**src/rtl/core/crdf_pkg.sv**
```systemverilog
package crdf_pkg;

    localparam logic [15:0] CRC_POLY          = 16'h1021;
    localparam logic [15:0] LENGTH_LIMIT_RST  = 16'd1024;

    typedef enum logic [5:0] {
        PH_LEN_LO = 6'b000001,
        PH_LEN_HI = 6'b000010,
        PH_DATA   = 6'b000100,
        PH_SUM_LO = 6'b001000,
        PH_SUM_HI = 6'b010000,
        PH_HALT   = 6'b100000
    } phase_t;

    typedef enum logic [1:0] {
        RK_BYTE = 2'd0,
        RK_OK   = 2'd1,
        RK_ERR  = 2'd2,
        RK_END  = 2'd3
    } result_kind_t;

    typedef enum logic [1:0] {
        ERR_NONE    = 2'd0,
        ERR_LENGTH  = 2'd1,
        ERR_PAYLOAD = 2'd2,
        ERR_CRC     = 2'd3
    } error_code_t;

    localparam logic KIND_BYTE = 1'b0;
    localparam logic KIND_EOS  = 1'b1;

    typedef struct packed {
        logic [1:0]  result_kind;
        logic [7:0]  payload_byte;
        logic [15:0] record_length;
        logic [1:0]  error_code;
        logic        last;
    } result_t;

    // CRC-16/XMODEM table entry for one index byte, MSB first
    function automatic logic [15:0] crc_tab(input logic [7:0] idx);
        logic [15:0] c;
        c = {idx, 8'h00};
        for (int i = 0; i < 8; i++) begin
            if (c[15]) begin
                c = {c[14:0], 1'b0} ^ CRC_POLY;
            end else begin
                c = {c[14:0], 1'b0};
            end
        end
        return c;
    endfunction

    function automatic logic [15:0] crc_update(input logic [15:0] crc, input logic [7:0] b);
        return {crc[7:0], 8'h00} ^ crc_tab(crc[15:8] ^ b);
    endfunction

endpackage

```
**src/rtl/core/crc16_record_deframer.sv**
```systemverilog
// Record deframer for a byte stream of length-prefixed records, each closed by a
// CRC-16/XMODEM of its payload. One word is accepted per cycle while s_ready is high:
// the parse state, the byte counter and the CRC (one table lookup per byte) are
// updated in the cycle a word is accepted, and any result appears on the m_
// channel on the next cycle unless an earlier result is still waiting there. A
// two-entry output buffer (result register plus skid register) lets s_ready stay
// high while one result waits; s_ready drops only when both entries are full.
// After an error the block drops all input until aresetn. cfg_wr_en writes
// length_limit and is meant for idle periods.
module crc16_record_deframer
    import crdf_pkg::*;
(
    input  logic        aclk,
    input  logic        aresetn,

    input  logic        cfg_wr_en,
    input  logic [15:0] cfg_wr_data,

    input  logic        s_valid,
    output logic        s_ready,
    input  logic        s_kind,
    input  logic [7:0]  s_stream_byte,

    output logic        m_valid,
    input  logic        m_ready,
    output logic [1:0]  m_result_kind,
    output logic [7:0]  m_payload_byte,
    output logic [15:0] m_record_length,
    output logic [1:0]  m_error_code,
    output logic        m_last
);

    logic [15:0] length_limit_reg;
    phase_t      phase_reg, phase_next;
    logic [15:0] length_value_reg, length_value_next;
    logic [15:0] bytes_left_reg, bytes_left_next;
    logic [15:0] crc_reg, crc_next;
    logic [7:0]  checksum_low_reg, checksum_low_next;

    result_t     out_reg, skid_reg, res_next;
    logic        out_valid_reg, skid_valid_reg, res_valid;

    logic        accept;
    logic [15:0] full_length;
    logic [15:0] sum;

    assign s_ready     = !skid_valid_reg;
    assign accept      = s_valid && s_ready;
    assign full_length = {s_stream_byte, length_value_reg[7:0]};
    assign sum         = {s_stream_byte, checksum_low_reg};

    always_comb begin
        phase_next        = phase_reg;
        length_value_next = length_value_reg;
        bytes_left_next   = bytes_left_reg;
        crc_next          = crc_reg;
        checksum_low_next = checksum_low_reg;
        res_valid         = 1'b0;
        res_next          = '{result_kind: RK_BYTE, payload_byte: 8'h00,
                              record_length: 16'h0000, error_code: ERR_NONE, last: 1'b1};
        if (s_kind == KIND_EOS) begin
            unique case (phase_reg)
                PH_LEN_LO: begin
                    length_value_next    = 16'h0000;
                    res_valid            = 1'b1;
                    res_next.result_kind = RK_END;
                end
                PH_LEN_HI: begin
                    phase_next           = PH_HALT;
                    res_valid            = 1'b1;
                    res_next.result_kind = RK_ERR;
                    res_next.error_code  = ERR_LENGTH;
                end
                PH_DATA: begin
                    phase_next             = PH_HALT;
                    res_valid              = 1'b1;
                    res_next.result_kind   = RK_ERR;
                    res_next.record_length = length_value_reg;
                    res_next.error_code    = ERR_PAYLOAD;
                end
                PH_SUM_LO, PH_SUM_HI: begin
                    phase_next             = PH_HALT;
                    res_valid              = 1'b1;
                    res_next.result_kind   = RK_ERR;
                    res_next.record_length = length_value_reg;
                    res_next.error_code    = ERR_CRC;
                end
                default: begin
                end
            endcase
        end else begin
            unique case (phase_reg)
                PH_LEN_LO: begin
                    length_value_next = {8'h00, s_stream_byte};
                    phase_next        = PH_LEN_HI;
                end
                PH_LEN_HI: begin
                    length_value_next = full_length;
                    if (full_length >= length_limit_reg) begin
                        phase_next             = PH_HALT;
                        res_valid              = 1'b1;
                        res_next.result_kind   = RK_ERR;
                        res_next.record_length = full_length;
                        res_next.error_code    = ERR_LENGTH;
                    end else begin
                        crc_next        = 16'h0000;
                        bytes_left_next = full_length;
                        phase_next      = (full_length == 16'h0000) ? PH_SUM_LO : PH_DATA;
                    end
                end
                PH_DATA: begin
                    crc_next        = crc_update(crc_reg, s_stream_byte);
                    bytes_left_next = bytes_left_reg - 16'd1;
                    if (bytes_left_reg == 16'd1) begin
                        phase_next = PH_SUM_LO;
                    end
                    res_valid              = 1'b1;
                    res_next.result_kind   = RK_BYTE;
                    res_next.payload_byte  = s_stream_byte;
                    res_next.record_length = length_value_reg;
                    res_next.last          = 1'b0;
                end
                PH_SUM_LO: begin
                    checksum_low_next = s_stream_byte;
                    phase_next        = PH_SUM_HI;
                end
                PH_SUM_HI: begin
                    res_valid              = 1'b1;
                    res_next.record_length = length_value_reg;
                    if (sum != crc_reg) begin
                        phase_next          = PH_HALT;
                        res_next.result_kind = RK_ERR;
                        res_next.error_code  = ERR_CRC;
                    end else begin
                        phase_next           = PH_LEN_LO;
                        res_next.result_kind = RK_OK;
                    end
                end
                default: begin
                end
            endcase
        end
    end

    always_ff @(posedge aclk) begin
        if (!aresetn) begin
            length_limit_reg <= LENGTH_LIMIT_RST;
            phase_reg        <= PH_LEN_LO;
            length_value_reg <= 16'h0000;
            bytes_left_reg   <= 16'h0000;
            crc_reg          <= 16'h0000;
            checksum_low_reg <= 8'h00;
        end else begin
            if (cfg_wr_en) begin
                length_limit_reg <= cfg_wr_data;
            end
            if (accept) begin
                phase_reg        <= phase_next;
                length_value_reg <= length_value_next;
                bytes_left_reg   <= bytes_left_next;
                crc_reg          <= crc_next;
                checksum_low_reg <= checksum_low_next;
            end
        end
    end

    always_ff @(posedge aclk) begin
        if (!aresetn) begin
            out_valid_reg  <= 1'b0;
            skid_valid_reg <= 1'b0;
        end else if (out_valid_reg && !m_ready) begin
            // hold the result; park a new one in the skid entry
            if (accept && res_valid) begin
                skid_valid_reg <= 1'b1;
            end
        end else if (skid_valid_reg) begin
            out_valid_reg  <= 1'b1;
            skid_valid_reg <= 1'b0;
        end else begin
            out_valid_reg <= accept && res_valid;
        end
    end

    always_ff @(posedge aclk) begin
        if (out_valid_reg && !m_ready) begin
            if (accept && res_valid) begin
                skid_reg <= res_next;
            end
        end else if (skid_valid_reg) begin
            out_reg <= skid_reg;
        end else begin
            out_reg <= res_next;
        end
    end

    assign m_valid         = out_valid_reg;
    assign m_result_kind   = out_reg.result_kind;
    assign m_payload_byte  = out_reg.payload_byte;
    assign m_record_length = out_reg.record_length;
    assign m_error_code    = out_reg.error_code;
    assign m_last          = out_reg.last;

    a_skid_behind_out: assert property (@(posedge aclk) disable iff (!aresetn)
        skid_valid_reg |-> out_valid_reg)
        else $error("skid entry full while result register empty");

    a_halt_sticks: assert property (@(posedge aclk) disable iff (!aresetn)
        phase_reg == PH_HALT |=> phase_reg == PH_HALT)
        else $error("left halted phase without reset");

    a_data_count: assert property (@(posedge aclk) disable iff (!aresetn)
        phase_reg == PH_DATA |-> bytes_left_reg != 16'h0000)
        else $error("payload phase with no bytes left");

    a_byte_fields: assert property (@(posedge aclk) disable iff (!aresetn)
        out_valid_reg && out_reg.result_kind == RK_BYTE |->
            !out_reg.last && out_reg.error_code == ERR_NONE)
        else $error("payload word carries status fields");

    a_error_halts: assert property (@(posedge aclk) disable iff (!aresetn)
        accept && res_valid && res_next.result_kind == RK_ERR |=> phase_reg == PH_HALT)
        else $error("error reported without halting");

endmodule
```
**config.mk**
```make
export PLATFORM = sky130hd
export DESIGN_NAME = crc16_record_deframer
export DESIGN_NICKNAME = d
export VERILOG_FILES = /design/src/rtl/core/crdf_pkg.sv /design/src/rtl/core/crc16_record_deframer.sv
export SDC_FILE = /design/constraint.sdc
export NUM_CORES = 1
export LEC_CHECK = 0
export BUFFER_PORTS_ARGS = -buffer_cell sky130_fd_sc_hd__buf_2
export CAP_MARGIN = 20
export CORE_ASPECT_RATIO = 1.4
export CORE_MARGIN = 5
export CORE_UTILIZATION = 50
export DETAILED_ROUTE_END_ITERATION = 10
export PLACE_DENSITY_LB_ADDON = 0.25
export SETUP_SLACK_MARGIN = 0.15
export SYNTH_ARGS = -nofsm -noshare
export SYNTH_HDL_FRONTEND = slang
export SYNTH_SLANG_ARGS = --single-unit
```
**constraint.sdc**
```tcl
create_clock -name aclk -period 6.6 [get_ports aclk]
set_input_delay 0.66 -clock aclk [delete_from_list [all_inputs] [get_ports aclk]]
set_output_delay 0.66 -clock aclk [all_outputs]
set_load 0.01 [all_outputs]
```
* After elaboration in Yosys (flattened, before gate mapping)
Index checks and enable logic that the tools add are counted.
Widths: inputs -> output; s select.
** Storage, ports and cells
- Register bits :: 138
** Cells by class
- Add/subtract/negate cells :: 1
- Order comparisons :: 1
- Equal/unequal tests :: 12
- Mux-type cells :: 60
- Bitwise logic cells :: 11
- Reduce and logical (&&, ||, !) cells :: 21
** Operator list (count)
- $mux 16 :: 21
- $pmux 16 s2 :: 4
- $mux 13 :: 8
- $mux 18 :: 2
- $mux 6 :: 5
- $pmux 6 s5 :: 1
- $mux 29 :: 1
- $not 3->3 :: 8
- $eq 16x1->1 const B :: 1
- $ge 16x16->1 :: 1
- $logic_not 16->1 :: 1
- $mux 8 :: 2
- $ne 16x16->1 :: 1
- $sub 16x1->16 const B :: 1
- $xor 16x16->16 :: 1
- $pmux 2 s2 :: 3
- $reduce_and 3->1 :: 3
- $mux 2 :: 4
- $reduce_and 4->1 :: 2
- $xor 8x8->8 :: 1
- $eq 6x1->1 const B :: 1
- $eq 6x2->1 const B :: 1
- $eq 6x3->1 const B :: 1
- $eq 6x4->1 const B :: 1
- 18 further kinds :: 31

* Depth between registers and ports, before layout
- Word-level depth :: 35
- Depth in mapped cells :: 10
- Gate-level depth less buffers :: 8

* Worst setup path after synthesis
Ideal clock, no wire load.
- Path kind :: input-to-reg
- Start point :: input port s_stream_byte[7]
- End point :: register skid_reg[0] in the netlist's numbering (enable)
- Library setup time :: 0.507 ns
- Arrival time :: 5.462 ns
- Data required time :: 6.093 ns
- Slack :: 0.631 ns
- Cell stages on the path :: 6
- Cell sequence :: ha_1 nand4_1 or3_1 or3_4 a31o_4 a2111oi_1
** On the way
- Longest elaborated chain between the ends :: 6
** Ends and longest elaborated chain
- start: declaration :: line crc16_record_deframer.sv:22 : input logic [7:0] s_stream_byte,
- $ge 16x16->1 :: line crc16_record_deframer.sv:99 : if (full_length >= length_limit_reg) begin
- $mux 1 :: line crc16_record_deframer.sv:99
- $pmux 1 s2 :: line crc16_record_deframer.sv:92 : unique case (phase_reg)
- $mux 1 :: line crc16_record_deframer.sv:61 : if (s_kind == KIND_EOS) begin
- $logic_and 1x1->1 :: line crc16_record_deframer.sv:186 : if (accept && res_valid) begin
- $reduce_and 2->1 (no line)
- end signal: assignment :: line crc16_record_deframer.sv:187 : skid_reg <= res_next;
- end: declaration :: line crc16_record_deframer.sv:40 : result_t out_reg, skid_reg, res_next;
Every way passes these cells.
A chain may end at the register's enable or synchronous reset.

* Final worst setup path
- Start point :: input port s_stream_byte[7]
- End point :: register skid_reg[14] in the netlist's numbering (enable)
Same word-level chain as after synthesis.

==> flow_summary.rst <==
.. list-table::
   :header-rows: 1

   * - Metric
     - Value
   * - Status
     - finished, final reports clean
   * - Clk pin slew, worst setup/hold paths
     - 0.06 ns
   * - Count of instances resized after the clock tree is built
     - 0
   * - Worst Setup Start Kind
     - input pin
   * - Die area
     - approximately 0.016 mm2
   * - Final standard cell count with taps included and fillers excluded
     - 915
   * - HPWL Detailed
     - 11800 um
   * - Net count of the finished layout
     - about 770
   * - Hold worst-path end
     - length_limit_reg[10]
   * - Static leakage
     - 3.08 nW
   * - Total number of vias
     - 5419
   * - Critical Path Max Stage Delay
     - 0.43 ns
   * - Yosys reg bits
     - 138
   * - Final setup violation count
     - 0
   * - CTS root buffer
     - sky130_fd_sc_hd__clkbuf_16
   * - Slowest-stage cell, CP
     - sky130_fd_sc_hd__or3_4
   * - Critical setup path kind
     - input pin to flip-flop
   * - # rows
     - 51
   * - Number of hold violations in the final report
     - 0
   * - First-pass GRT wire length
     - 27700 um
   * - Max FFs per register
     - 29
   * - Clock buffer depth
     - 2
   * - Number of buffers and inverters on the critical path
     - 2
   * - Setup bufs post-CTS
     - 0
   * - Crit path required time
     - 6.68 ns
   * - Highest-count cells in the layout ignoring fill and taps
     - 80 x sky130_fd_sc_hd__dfxtp_1, 64 x sky130_fd_sc_hd__nor2_1, 60 x sky130_fd_sc_hd__buf_2
   * - Filler instances
     - 1198
   * - Post-synthesis async set-or-reset flop share
     - 0%
   * - Setup Skew
     - 0.0150 ns
   * - Pin count of the biggest net entering global routing
     - 53
   * - Area growth from synthesis to layout
     - 13.6%
   * - Most frequently used flop master after synthesis
     - sky130_fd_sc_hd__dfxtp_1
   * - Placed standard-cell area
     - 0.00730 mm2
   * - FF-to-FF Start
     - length_limit_reg[15]
   * - Data arrival time of the critical path
     - 3.25 ns
   * - Type of destination of the critical path
     - flip-flop
   * - Top fanout value on the critical path
     - 29
   * - Number of placed instances with taps included
     - 882
   * - Clock sink count
     - 138
   * - Hold path startpoint
     - cfg_wr_data[10]
   * - Standard cell core area
     - 0.0138 mm2
   * - TritonCTS clock tree
     - done
   * - Remaining Overflow, GRT
     - 0
   * - Largest delay share family, worst path
     - simple AND/OR/NAND/NOR gates
   * - Avg WL per Cell
     - 19.0 um
   * - Cell count after synthesis
     - 682
   * - Post-route setup slack
     - 3.43 ns
   * - Min Clock Period, post-route
     - 3.17 ns
   * - Antenna cells
     - 0
   * - Iteration-0 DRC Markers
     - 406
   * - Average cell area after synthesis
     - 10.2 um2
   * - Count of nets left with antenna violations after detail routing
     - 0
   * - Endpoint of the worst-slack reg-to-reg timing path
     - skid_reg[14]
   * - Count of buffers inserted at the top-level ports
     - 60
   * - Total Routing Usage GR
     - 22.0%
   * - Number of global-route vias before repair
     - ~5400
   * - Final weighted congestion in routability-driven placement
     - 0.882
   * - Die Wd
     - 110 um
   * - Unrepaired setup endpoints after global routing
     - no
   * - Total Negative Setup Slacks
     - 0 ns
   * - Worst reg2reg setup slack
     - 3.50 ns
   * - Pre-CTS worst setup slack
     - 3.02 ns
   * - Drt total wl
     - 17300 um
   * - Total number of H-tree levels
     - 4
   * - Count of boundary I/O pins
     - between 60 and 70
   * - Post-Synthesis Net Count
     - 730
   * - Max_slew headroom
     - between 30% and 40%
   * - Number of optimization iterations in the first detailed-route pass
     - 7
   * - Initial Utilization
     - 50.4%
   * - Warnings from Yosys
     - 0
   * - Worst-margin pin slew
     - 0.991 ns
   * - Count of hold buffers inserted by post-cts repair
     - 0
   * - Later-pin clock latency in the skew report
     - 0.43 ns
   * - Post-synth EDFFs
     - slightly below 60
   * - Die boundary height
     - roughly 150 um
   * - Netlist area before placement
     - a little under 0.007 mm2
   * - Area of all placed cells without fillers
     - 0.00789 mm2
   * - Hold Path Class
     - input pin to flip-flop
   * - Number of stages on the worst hold path
     - 3
   * - Share of the clock period used by the worst path after layout
     - 48.0%
   * - Inserted Clock Buffers
     - 17
   * - Initial antenna violation count
     - 0
   * - Via density per instance
     - 5.92
   * - VDD IR max
     - 164 uV
   * - Crit-path cells
     - buf_2, ha_1, nand4_1, or3_1, or3_4, a31o_4, a2111oi_2, buf_4
   * - Portion of the post-synthesis area used by sequential elements
     - 48.1%
   * - Most common cell after layout, fill and taps aside
     - sky130_fd_sc_hd__dfxtp_1
   * - Count of different cell masters after synthesis
     - a little under 70
   * - Remaining DRCs
     - 0
   * - Cell area power density
     - 257 mW/mm2
   * - Fraction of final layout cells with drive strength greater than 1
     - 18.1%
   * - Depth of the most critical reg-to-reg path
     - 8
   * - Slew Viols, Final
     - 0
   * - Max Freq
     - 316 MHz
   * - Max-cap check violation count
     - 0
## final cells by class
type	instances	area (um2)	area share, %
clock buffer	18	429	5.44
clock inverter	14	135	1.71
inverter	26	97.6	1.24
multi-input combinational	468	3290	41.7
sequential	138	3340	42.4
tap	185	231	2.93
timing repair buffer	66	365	4.63
## per-stage QoR
| stage | utilization (%) | power (mW) | hold WS (ns) |
|---|---|---|---|
| 2_1_floorplan | - | 1.07 | 0.432 |
| 3_3_place_gp | 52.9 | 1.12 | 0.441 |
| 3_5_place_dp | 52.9 | 1.13 | 0.458 |
| 4_1_cts | 57.0 | 2.03 | 0.452 |
| 5_1_grt | 57.2 | 2.09 | 0.464 |
| 6_report | 57.2 | 2.03 | 0.458 |
## synthesized netlist by cell type, drive strengths merged, types with 3 or more instances
cell type  count  share of area [%]
a2111oi        3               0.67
a21o           4               0.43
a21oi         36                2.8
a22o          16                2.0
a22oi          8               0.86
a31o          14                1.9
a31oi          5               0.88
and2          18                1.7
and3           3               0.27
buf            7               0.90
clkbuf        43                2.3
dfxtp         80                 23
edfxtp        58                 25
ha            18                3.2
inv           25                1.4
mux2          17                2.8
mux2i         24                3.5
nand2         43                2.3
nand2b         3               0.31
nand3          7               0.50
nand3b         9               0.97
nand4          9               0.81
nor2          64                3.5
nor2b         11               0.99
nor3          10               0.79
nor4          24                2.3
o211ai         8               0.86
o21ai         21                1.5
o311ai        10                1.3
o31a           3               0.38
o31ai         13                1.7
or2            3               0.27
or3            3               0.34
or4            5               0.54
xnor2         26                3.3
xor2           8                1.0
## kinds of logic after synthesis
group | count (synthesis) | synth area share (%)
AND/OR/NAND/NOR | 221 | 16.6
AO/OA/AOI/OAI | 154 | 16.9
flip-flops | 138 | 48.1
buffers and inverters | 76 | 4.63
multiplexers | 41 | 6.21
XOR/XNOR | 34 | 4.29
adder cells (fa/ha/maj) | 18 | 3.24
## where the power goes
group          internal, mW  switching [mW]  leakage, nW  total (mW)
registers             0.911          0.0170         1.25       0.928
clock network         0.525           0.388        0.266       0.913
logic                0.0674           0.116         1.57       0.184
## tightest hold or removal path, cell delays in order
cell	delay (ns)
sky130_fd_sc_hd__buf_2	0.08
sky130_fd_sc_hd__nand2_1	0.04
sky130_fd_sc_hd__o211ai_1	0.06
## per-layer routing
layer	vias to the layer above	track usage (%)	wire, um
met3	50	4.66	893
met2	209	37.2	8740
met4	0	11.4	654
li1	2592	-	-
met5	-	0	0
met1	2568	26.0	7060
## how the worst max path moves through the flow
stage,start,to,depth (start not counted),slack (ns)
finish,s_stream_byte[7],skid_reg[14],8,3.43
CTS,s_stream_byte[7],skid_reg[14],8,3.44
detailed placement,s_stream_byte[7],skid_reg[15],8,3.02
floorplan,s_stream_byte[7],skid_reg[0],6,0.63
global route,s_stream_byte[7],crc_reg[14],8,3.30
global placement,s_stream_byte[7],skid_reg[12],8,3.09
(Power assumes the default switching activity.)
